### config.mk
export PLATFORM = sky130hd
export DESIGN_NAME = window_pacing_rate_limiter
export DESIGN_NICKNAME = d
export VERILOG_FILES = /design/src/rtl/wprl_pkg.sv /design/src/rtl/wprl_div.sv /design/src/rtl/wprl_datapath.sv /design/src/rtl/wprl_ctrl.sv /design/src/rtl/window_pacing_rate_limiter.sv
export VERILOG_INCLUDE_DIRS = /design/src /design/src/rtl
export SDC_FILE = /design/constraint.sdc
export NUM_CORES = 2
export LEC_CHECK = 0
export ABC_CLOCK_PERIOD_IN_PS = 11600
export BUFFER_PORTS_ARGS = -buffer_cell sky130_fd_sc_hd__buf_2
export CORE_MARGIN = 5
export CORE_UTILIZATION = 40
export DETAILED_ROUTE_END_ITERATION = 7
export PLACE_DENSITY = 0.53
export SLEW_MARGIN = 20
export SYNTH_ARGS = -nofsm -noshare
export SYNTH_HDL_FRONTEND = slang
export SYNTH_SLANG_ARGS = --single-unit
### constraint.sdc
create_clock -name aclk -period 11.6 [get_ports aclk]
set_input_delay 0.58 -clock aclk [delete_from_list [all_inputs] [get_ports aclk]]
set_output_delay 0.58 -clock aclk [all_outputs]
set_load 0.02 [all_outputs]
### src/rtl/window_pacing_rate_limiter_assert.svh
// Assertion macros shared by the rate limiter modules.
`ifndef WINDOW_PACING_RATE_LIMITER_ASSERT_SVH
`define WINDOW_PACING_RATE_LIMITER_ASSERT_SVH

// Check an implication at every clock edge outside reset.
`define WPRL_ASSERT_RST(lbl, clk, rstn, prop, msg) \
    lbl: assert property (@(posedge clk) disable iff (!rstn) prop) else $error(msg);

// Check an implication at every clock edge, reset included.
`define WPRL_ASSERT_ALWAYS(lbl, clk, prop, msg) \
    lbl: assert property (@(posedge clk) prop) else $error(msg);

`endif

### src/rtl/wprl_pkg.sv
package wprl_pkg;

    // Field widths
    localparam int TIME_W     = 48;
    localparam int CFG_W      = 32;
    localparam int DELAY_W    = 42;
    localparam int PROD_W     = 42;
    localparam int DIV_W      = (TIME_W > PROD_W) ? TIME_W : PROD_W;
    localparam int DIV_CNT_W  = $clog2(DIV_W + 1);
    localparam int S_DATA_W   = ((TIME_W + 7) / 8) * 8;
    localparam int M_DATA_W   = ((DELAY_W + 7) / 8) * 8;
    localparam int CFG_IDX_W  = 1;

    // Constants
    localparam logic [CFG_W-1:0] DEFAULT_RATE = 32'd100000;
    localparam logic [CFG_W-1:0] RESET_WIN_MS = 32'd1000;
    localparam logic [9:0]       MS_PER_S     = 10'd1000;

    // Register indexes
    localparam logic [CFG_IDX_W-1:0] REG_OPS_PER_SECOND = 1'b0;
    localparam logic [CFG_IDX_W-1:0] REG_WINDOW_MS      = 1'b1;

    // Controller to datapath commands
    typedef struct packed {
        logic capture;     // latch the input time stamp
        logic div_start;   // launch the divider
        logic div_sel;     // 0: time / window, 1: product / rate
        logic upd_new;     // open a new window
        logic upd_cont;    // count one more op in this window
        logic mul_count;   // product = count * 1000
        logic cap_due;     // latch saturated due time
        logic cap_diff;    // latch due minus walk
        logic mul_delay;   // delay = diff * 1000
        logic out_load;    // move the result to the output register
    } wprl_cmd_t;

    // Datapath to controller status
    typedef struct packed {
        logic div_done;
        logic new_win;
        logic out_free;
    } wprl_stat_t;

endpackage

### src/rtl/wprl_div.sv
module wprl_div
    import wprl_pkg::*;
(
    input  logic             aclk,
    input  logic             aresetn,
    input  logic             start,
    input  logic [DIV_W-1:0] dividend,
    input  logic [CFG_W-1:0] divisor,
    output logic             done,
    output logic [DIV_W-1:0] quot,
    output logic [CFG_W-1:0] rem
);

    `include "window_pacing_rate_limiter_assert.svh"

    logic                 busy_reg;
    logic                 done_reg;
    logic [DIV_CNT_W-1:0] cnt_reg;
    logic [DIV_W-1:0]     quot_reg;
    logic [CFG_W-1:0]     rem_reg;
    logic [CFG_W-1:0]     divisor_reg;

    logic [CFG_W:0]       trial;
    logic                 ge;
    logic [CFG_W:0]       diff;
    logic [CFG_W-1:0]     rem_next;

    // One restoring step: shift in the next dividend bit, subtract if it fits
    always_comb begin
        trial    = {rem_reg, quot_reg[DIV_W-1]};
        ge       = (trial >= {1'b0, divisor_reg});
        diff     = trial - {1'b0, divisor_reg};
        rem_next = ge ? diff[CFG_W-1:0] : trial[CFG_W-1:0];
    end

    // Control: busy flag, step counter, done pulse
    always_ff @(posedge aclk) begin
        if (!aresetn) begin
            busy_reg <= 1'b0;
            done_reg <= 1'b0;
            cnt_reg  <= '0;
        end else begin
            done_reg <= 1'b0;
            if (start) begin
                busy_reg <= 1'b1;
                cnt_reg  <= DIV_CNT_W'(DIV_W);
            end else if (busy_reg) begin
                cnt_reg <= cnt_reg - 1'b1;
                if (cnt_reg == DIV_CNT_W'(1)) begin
                    busy_reg <= 1'b0;
                    done_reg <= 1'b1;
                end
            end
        end
    end

    // Datapath: quotient shifts in from the bottom as dividend bits leave the top
    always_ff @(posedge aclk) begin
        if (start) begin
            quot_reg    <= dividend;
            rem_reg     <= '0;
            divisor_reg <= divisor;
        end else if (busy_reg) begin
            quot_reg <= {quot_reg[DIV_W-2:0], ge};
            rem_reg  <= rem_next;
        end
    end

    assign done = done_reg;
    assign quot = quot_reg;
    assign rem  = rem_reg;

    `WPRL_ASSERT_RST(a_no_restart, aclk, aresetn, start |-> !busy_reg, "divider restarted while busy")

endmodule

### src/rtl/wprl_datapath.sv
module wprl_datapath
    import wprl_pkg::*;
(
    input  logic                 aclk,
    input  logic                 aresetn,
    input  wprl_cmd_t            cmd,
    output wprl_stat_t           stat,
    input  logic [TIME_W-1:0]    time_in,
    input  logic                 cfg_valid,
    input  logic [CFG_IDX_W-1:0] cfg_index,
    input  logic [CFG_W-1:0]     cfg_data,
    output logic                 cfg_ready,
    output logic                 m_valid,
    input  logic                 m_ready,
    output logic [DELAY_W-1:0]   m_delay,
    output logic                 m_new
);

    `include "window_pacing_rate_limiter_assert.svh"

    logic [CFG_W-1:0]   ops_reg;
    logic [CFG_W-1:0]   win_reg;
    logic [TIME_W-1:0]  window_index_reg;
    logic [CFG_W-1:0]   op_count_reg;
    logic               m_valid_reg;

    logic [TIME_W-1:0]  t_reg;
    logic [CFG_W-1:0]   walk_reg;
    logic [PROD_W-1:0]  prod_reg;
    logic [CFG_W-1:0]   due_reg;
    logic [CFG_W-1:0]   diff_reg;
    logic [DELAY_W-1:0] res_delay_reg;
    logic               res_new_reg;
    logic [DELAY_W-1:0] m_delay_reg;
    logic               m_new_reg;

    logic [CFG_W-1:0]   rate;
    logic [CFG_W-1:0]   win;
    logic [DIV_W-1:0]   div_dividend;
    logic [CFG_W-1:0]   div_divisor;
    logic               div_done;
    logic [DIV_W-1:0]   div_quot;
    logic [CFG_W-1:0]   div_rem;

    // Substitute the default rate for a zero rate and 1 for a zero window
    assign rate = (ops_reg == '0) ? DEFAULT_RATE : ops_reg;
    assign win  = (win_reg == '0) ? CFG_W'(1) : win_reg;

    // Share one divider between both divisions
    assign div_dividend = cmd.div_sel ? DIV_W'(prod_reg) : DIV_W'(t_reg);
    assign div_divisor  = cmd.div_sel ? rate : win;

    wprl_div u_div (
        .aclk     (aclk),
        .aresetn  (aresetn),
        .start    (cmd.div_start),
        .dividend (div_dividend),
        .divisor  (div_divisor),
        .done     (div_done),
        .quot     (div_quot),
        .rem      (div_rem)
    );

    assign stat.div_done = div_done;
    assign stat.new_win  = (div_quot[TIME_W-1:0] != window_index_reg);
    assign stat.out_free = !m_valid_reg || m_ready;

    assign cfg_ready = 1'b1;

    // Configuration, window state and output valid
    always_ff @(posedge aclk) begin
        if (!aresetn) begin
            ops_reg          <= DEFAULT_RATE;
            win_reg          <= RESET_WIN_MS;
            window_index_reg <= '0;
            op_count_reg     <= '0;
            m_valid_reg      <= 1'b0;
        end else begin
            if (cfg_valid) begin
                case (cfg_index)
                    REG_OPS_PER_SECOND: ops_reg <= cfg_data;
                    REG_WINDOW_MS:      win_reg <= cfg_data;
                    default: ;
                endcase
            end
            if (cmd.upd_new) begin
                window_index_reg <= div_quot[TIME_W-1:0];
                op_count_reg     <= CFG_W'(1);
            end else if (cmd.upd_cont) begin
                if (op_count_reg != '1) begin
                    op_count_reg <= op_count_reg + 1'b1;
                end
            end
            if (cmd.out_load) begin
                m_valid_reg <= 1'b1;
            end else if (m_ready) begin
                m_valid_reg <= 1'b0;
            end
        end
    end

    // Working registers for one request
    always_ff @(posedge aclk) begin
        if (cmd.capture) begin
            t_reg <= time_in;
        end
        if (cmd.upd_cont) begin
            walk_reg <= div_rem;
        end
        if (cmd.mul_count) begin
            prod_reg <= PROD_W'(op_count_reg) * PROD_W'(MS_PER_S);
        end
        if (cmd.cap_due) begin
            due_reg <= (|div_quot[DIV_W-1:CFG_W]) ? '1 : div_quot[CFG_W-1:0];
        end
        if (cmd.cap_diff) begin
            diff_reg <= (due_reg > walk_reg) ? (due_reg - walk_reg) : '0;
        end
        if (cmd.upd_new) begin
            res_delay_reg <= '0;
            res_new_reg   <= 1'b1;
        end else if (cmd.mul_delay) begin
            res_delay_reg <= DELAY_W'(diff_reg) * DELAY_W'(MS_PER_S);
            res_new_reg   <= 1'b0;
        end
        if (cmd.out_load) begin
            m_delay_reg <= res_delay_reg;
            m_new_reg   <= res_new_reg;
        end
    end

    assign m_valid = m_valid_reg;
    assign m_delay = m_delay_reg;
    assign m_new   = m_new_reg;

    `WPRL_ASSERT_RST(a_load_when_free, aclk, aresetn, cmd.out_load |-> (!m_valid_reg || m_ready), "result overwritten before taken")
    `WPRL_ASSERT_RST(a_new_window, aclk, aresetn, cmd.upd_new |=> (op_count_reg == CFG_W'(1) && window_index_reg == $past(div_quot[TIME_W-1:0])), "new window not stored")

endmodule

### src/rtl/wprl_ctrl.sv
module wprl_ctrl
    import wprl_pkg::*;
(
    input  logic       aclk,
    input  logic       aresetn,
    input  logic       s_valid,
    output logic       s_ready,
    input  wprl_stat_t stat,
    output wprl_cmd_t  cmd
);

    localparam logic [3:0] ST_IDLE      = 4'd0;
    localparam logic [3:0] ST_DIV1_GO   = 4'd1;
    localparam logic [3:0] ST_DIV1_WAIT = 4'd2;
    localparam logic [3:0] ST_MUL1      = 4'd3;
    localparam logic [3:0] ST_DIV2_GO   = 4'd4;
    localparam logic [3:0] ST_DIV2_WAIT = 4'd5;
    localparam logic [3:0] ST_DUE       = 4'd6;
    localparam logic [3:0] ST_DIFF      = 4'd7;
    localparam logic [3:0] ST_MUL2      = 4'd8;
    localparam logic [3:0] ST_OUT       = 4'd9;

    logic [3:0] state_reg;
    logic [3:0] state_next;

    assign s_ready = (state_reg == ST_IDLE);

    // Sequence one request through the datapath
    always_comb begin
        state_next = state_reg;
        cmd        = '0;
        case (state_reg)
            ST_IDLE: begin
                if (s_valid) begin
                    cmd.capture = 1'b1;
                    state_next  = ST_DIV1_GO;
                end
            end
            ST_DIV1_GO: begin
                cmd.div_start = 1'b1;
                state_next    = ST_DIV1_WAIT;
            end
            ST_DIV1_WAIT: begin
                if (stat.div_done) begin
                    if (stat.new_win) begin
                        cmd.upd_new = 1'b1;
                        state_next  = ST_OUT;
                    end else begin
                        cmd.upd_cont = 1'b1;
                        state_next   = ST_MUL1;
                    end
                end
            end
            ST_MUL1: begin
                cmd.mul_count = 1'b1;
                state_next    = ST_DIV2_GO;
            end
            ST_DIV2_GO: begin
                cmd.div_sel   = 1'b1;
                cmd.div_start = 1'b1;
                state_next    = ST_DIV2_WAIT;
            end
            ST_DIV2_WAIT: begin
                cmd.div_sel = 1'b1;
                if (stat.div_done) begin
                    cmd.cap_due = 1'b1;
                    state_next  = ST_DIFF;
                end
            end
            ST_DIFF: begin
                cmd.cap_diff = 1'b1;
                state_next   = ST_MUL2;
            end
            ST_MUL2: begin
                cmd.mul_delay = 1'b1;
                state_next    = ST_OUT;
            end
            ST_OUT: begin
                if (stat.out_free) begin
                    cmd.out_load = 1'b1;
                    state_next   = ST_IDLE;
                end
            end
            default: begin
                state_next = ST_IDLE;
            end
        endcase
    end

    always_ff @(posedge aclk) begin
        if (!aresetn) begin
            state_reg <= ST_IDLE;
        end else begin
            state_reg <= state_next;
        end
    end

endmodule

### src/rtl/window_pacing_rate_limiter.sv
// Channel   Direction  Beat contents
// s_        in         tdata: time_ms[47:0]
// m_        out        tdata: delay_us[41:0], zero pad; tuser: new_window
// cfg_      in         index 0 ops_per_second, index 1 window_ms; cfg_data 32 bits
//
// One request at a time: a request that opens a new window runs one division,
// any other runs two divisions plus the multiply and subtract steps.
// The bit-serial divider works one quotient bit per cycle.
// Synchronous active-low reset; no clearing pass is needed.
// A result waits in the output register while the next request is taken in.
module window_pacing_rate_limiter
    import wprl_pkg::*;
(
    input  logic                 aclk,
    input  logic                 aresetn,
    input  logic                 s_tvalid,
    output logic                 s_tready,
    input  logic [S_DATA_W-1:0]  s_tdata,   // time_ms
    output logic                 m_tvalid,
    input  logic                 m_tready,
    output logic [M_DATA_W-1:0]  m_tdata,   // delay_us, zero pad
    output logic                 m_tuser,   // new_window
    input  logic                 cfg_valid,
    output logic                 cfg_ready,
    input  logic [CFG_IDX_W-1:0] cfg_index,
    input  logic [CFG_W-1:0]     cfg_data
);

    wprl_cmd_t          cmd;
    wprl_stat_t         stat;
    logic [DELAY_W-1:0] m_delay;

    wprl_ctrl u_ctrl (
        .aclk    (aclk),
        .aresetn (aresetn),
        .s_valid (s_tvalid),
        .s_ready (s_tready),
        .stat    (stat),
        .cmd     (cmd)
    );

    wprl_datapath u_dp (
        .aclk      (aclk),
        .aresetn   (aresetn),
        .cmd       (cmd),
        .stat      (stat),
        .time_in   (s_tdata[TIME_W-1:0]),
        .cfg_valid (cfg_valid),
        .cfg_index (cfg_index),
        .cfg_data  (cfg_data),
        .cfg_ready (cfg_ready),
        .m_valid   (m_tvalid),
        .m_ready   (m_tready),
        .m_delay   (m_delay),
        .m_new     (m_tuser)
    );

    assign m_tdata = M_DATA_W'(m_delay);

endmodule

==> impl_metrics.tcl <==
set metrics [dict create \
    status "finished clean" \
    synthesis.area_sq_um 34600 \
    cp-start-kind "register" \
    cts_tree "done" \
    cts.path.max_buffers 3 \
    busiest_layer "met2" \
    slew_headroom_pct 34.1 \
    cp_top_family "adder cells" \
    die_h_um 304 \
    clock_latency_ns 0.66 \
    synth-async-reset-ratio_pct 0 \
    cts_htree_levels 2 \
    die_x_um 304 \
    globalRouteTotalUtil_pct 17.1 \
    max_freq_mhz 186 \
    ys_types 85 \
    end_kind "register" \
    grt_util_met3_pct 2.08 \
    post_cts_resized 0 \
    drive_gt1_share_pct 8.84 \
    io_buffer_count 127 \
    power_density_nw_per_um2 161 \
    critPathRequiredTime_ns 12.11 \
    synth_ff_type "edfxtp_1" \
    drc 0 \
    slew_violations 0 \
    hold_start "s_tdata[43]" \
    path_cells "inv_1 > fa_1 > fa_1 > fa_1 > fa_1 > inv_1 > ha_1 > a211oi_1 > nor2_1 > o41ai_1 > and3b_1 > a211oi_1 > o21ai_1 > a21oi_1 > or3_1 > nor3b_1" \
    cp_max_fo 5 \
    synth_edf_count 303 \
    insertedDiodeCount 0 \
    syn2layout_area_growth_pct 11.1 \
    min_path_cells 1 \
    gr-total-overflow 0 \
    synth_cells 3426 \
    synth_top_area_share_pct 26.3 \
    hold_viol 0 \
    seq_area_frac_synth_pct 39.6 \
    finalSetupTns_ns 0 \
    io_pins 138 \
    viasPerCell 5.01 \
    rr_startpoint "u_dp.diff_reg[10]" \
    rr_worst_depth 16 \
    synth-seq-cells 532 \
    dp_slack_ns 6.20 \
    clockRootBuffer "clkbuf_16" \
    yosysTopAreaCell "edfxtp_1" \
    use_met1_pct 25.4 \
    clock-sinks 532 \
    layout_common_cells "nand2_1 (429), inv_1 (429), edfxtp_1 (303), fa_1 (238), ha_1 (236)" \
    arrival_ns 5.89 \
    grt_pass1_vias 23792 \
    worst-setup-path-type "register to register" \
    cts_inserted_buffers 59 \
    antenna_found_initial 0 \
    wl_um 79400 \
    p_leak_nw 15.4 \
    routedWlPerCell_um 16.8 \
    fin_nets 4085 \
    hpwl_um 61100 \
    crit_top_cell "fa_1" \
    clk_pin_slew_ns 0.06 \
    critPathBufInv 2 \
    timing.critical_path.from "u_dp.diff_reg[10]" \
    grt_use_met2_pct 27.4 \
    rsz0062_at_grt "false" \
    grt_max_degree 81 \
    first_pass_iters 5 \
    gp_congestion 0.848 \
    synth_area_per_cell_sq_um 10.1 \
    initial_core_util_pct 40.4 \
    worstMarginPinSlew_ns 0.979 \
    cp_slowest_cell "o41ai_1" \
    cp_slowest_stage_delay_ns 0.57 \
    fillers 8266 \
    fin_worst_skew_ns 0.0497 \
    postRouteAntennaNets 0 \
    num_rows 107 \
    vdd_drop_max_v 0.000119 \
    finalSetupViolations 0 \
    post-cts-setup-buffers 0 \
    coreArea_sq_um 85500 \
    fin_crit_ns 5.38 \
    cts_hold_buf 0 \
    finalWorstSetupSlack_ns 6.22 \
    ys_top_cells_by_area "edfxtp_1 (26%), fa_1 (14%), dfxtp_1 (13%), ha_1 (8.5%), nand2_1 (4.7%)" \
    grt_pass1_wl_um 131000 \
    num_vias 23646 \
    path_depth 16 \
    hold_path.class "input port to register" \
    reg2reg_slack_ns 6.22 \
    dieArea_sq_um 92500 \
    yosys_warnings 0 \
    drv_cap 0 \
    period_share_pct 46.4 \
    drt_iter0_drc 1281 \
]
kinds of logic (layout without fill, tap and decap cells):
kind of cell,Yosys count,count (layout),share of synthesized area [%]
other cells,2,10,0.0217
buf+inv,554,696,6.24
fa+ha+maj,474,474,22.3
simple gates,1001,1001,13.5
compound gates,622,622,12.0
mux,56,56,1.62
xor+xnor,185,185,4.68
flops,532,532,39.6
cells in the mapped netlist (all sizes together), types with 6 or more instances:
master    n
and2     13
dfxtp   229
a21o     47
nor4     34
inv     429
or2      37
o22a      8
a41oi     9
xor2     41
a211o     9
buf      35
o21bai   19
nand2   431
o22ai     6
a22o     13
a31oi    87
xnor2   144
or3      14
and3     26
o31a      8
ha      236
a21boi   61
nand3b    6
a221oi    8
mux2i    55
nor3b    12
nand3    70
fa      238
nor3     30
o31ai     6
o211ai   13
and4      9
edfxtp  303
nor2    185
a21oi   124
clkbuf   89
nand2b   12
a211oi   29
o21ai   110
nand4    38
o21a     32
nor2b    71
power breakdown:
part | switching (W) | internal [W] | total (W)
registers | 0.000305 | 0.00242 | 0.00273
clock network | 0.000809 | 0.00113 | 0.00194
logic | 0.000936 | 0.000592 | 0.00153
cell type report:
cell class              count  area, sq um  share of cell area (%)
repair buffers            154          842                    2.19
well taps                1144         1430                    3.72
multi-input cells        2348        18900                    49.0
flip-flops and latches    532        13700                    35.6
inverters                 430         1620                    4.20
clock buffers              75         1590                    4.13
clock inverters            37          443                    1.15
per-stage QoR:
| step | utilization, % | instances | hold slack, ns | total power, W | cell area, sq um |
|---|---|---|---|---|---|
| 3_5_place_dp | 42.6 | 4607 | 0.415 | 0.00430 | 36400 |
| 5_1_grt | 45.0 | 4720 | 0.0556 | 0.00657 | 38500 |
| 3_3_place_gp | 42.6 | 4607 | 0.413 | 0.00429 | 36400 |
| 4_1_cts | 44.9 | 4719 | 0.0480 | 0.00626 | 38400 |
| 6_report | 45.0 | 4720 | 0.0978 | 0.00620 | 38500 |
| 2_1_floorplan | - | 3434 | 0.408 | 0.00382 | 34600 |
per-layer routing:
metal  wire length [um]  share of wire, %
met5                  0                 0
met4               1330               1.7
met3               2760               3.5
met2              35700                45
met1              39600                50
final timing paths:
path / end
hold reg to reg: u_dp.m_delay[35]
setup reg to reg: u_dp.res_delay_reg[41]
setup / recovery: u_dp.res_delay_reg[41]
hold / removal: u_dp.t_reg[43]
worst reg2reg max path, cell delays in order, from the launching register on:
cell	delay (ns)
edfxtp_1	0.43
inv_1	0.24
fa_1	0.48
fa_1	0.55
fa_1	0.45
fa_1	0.51
inv_1	0.04
ha_1	0.35
a211oi_1	0.23
nor2_1	0.10
o41ai_1	0.57
and3b_1	0.28
a211oi_1	0.11
o21ai_1	0.32
a21oi_1	0.13
or3_1	0.35
nor3b_1	0.14
No activity file was read; power rests on OpenSTA's default activity.
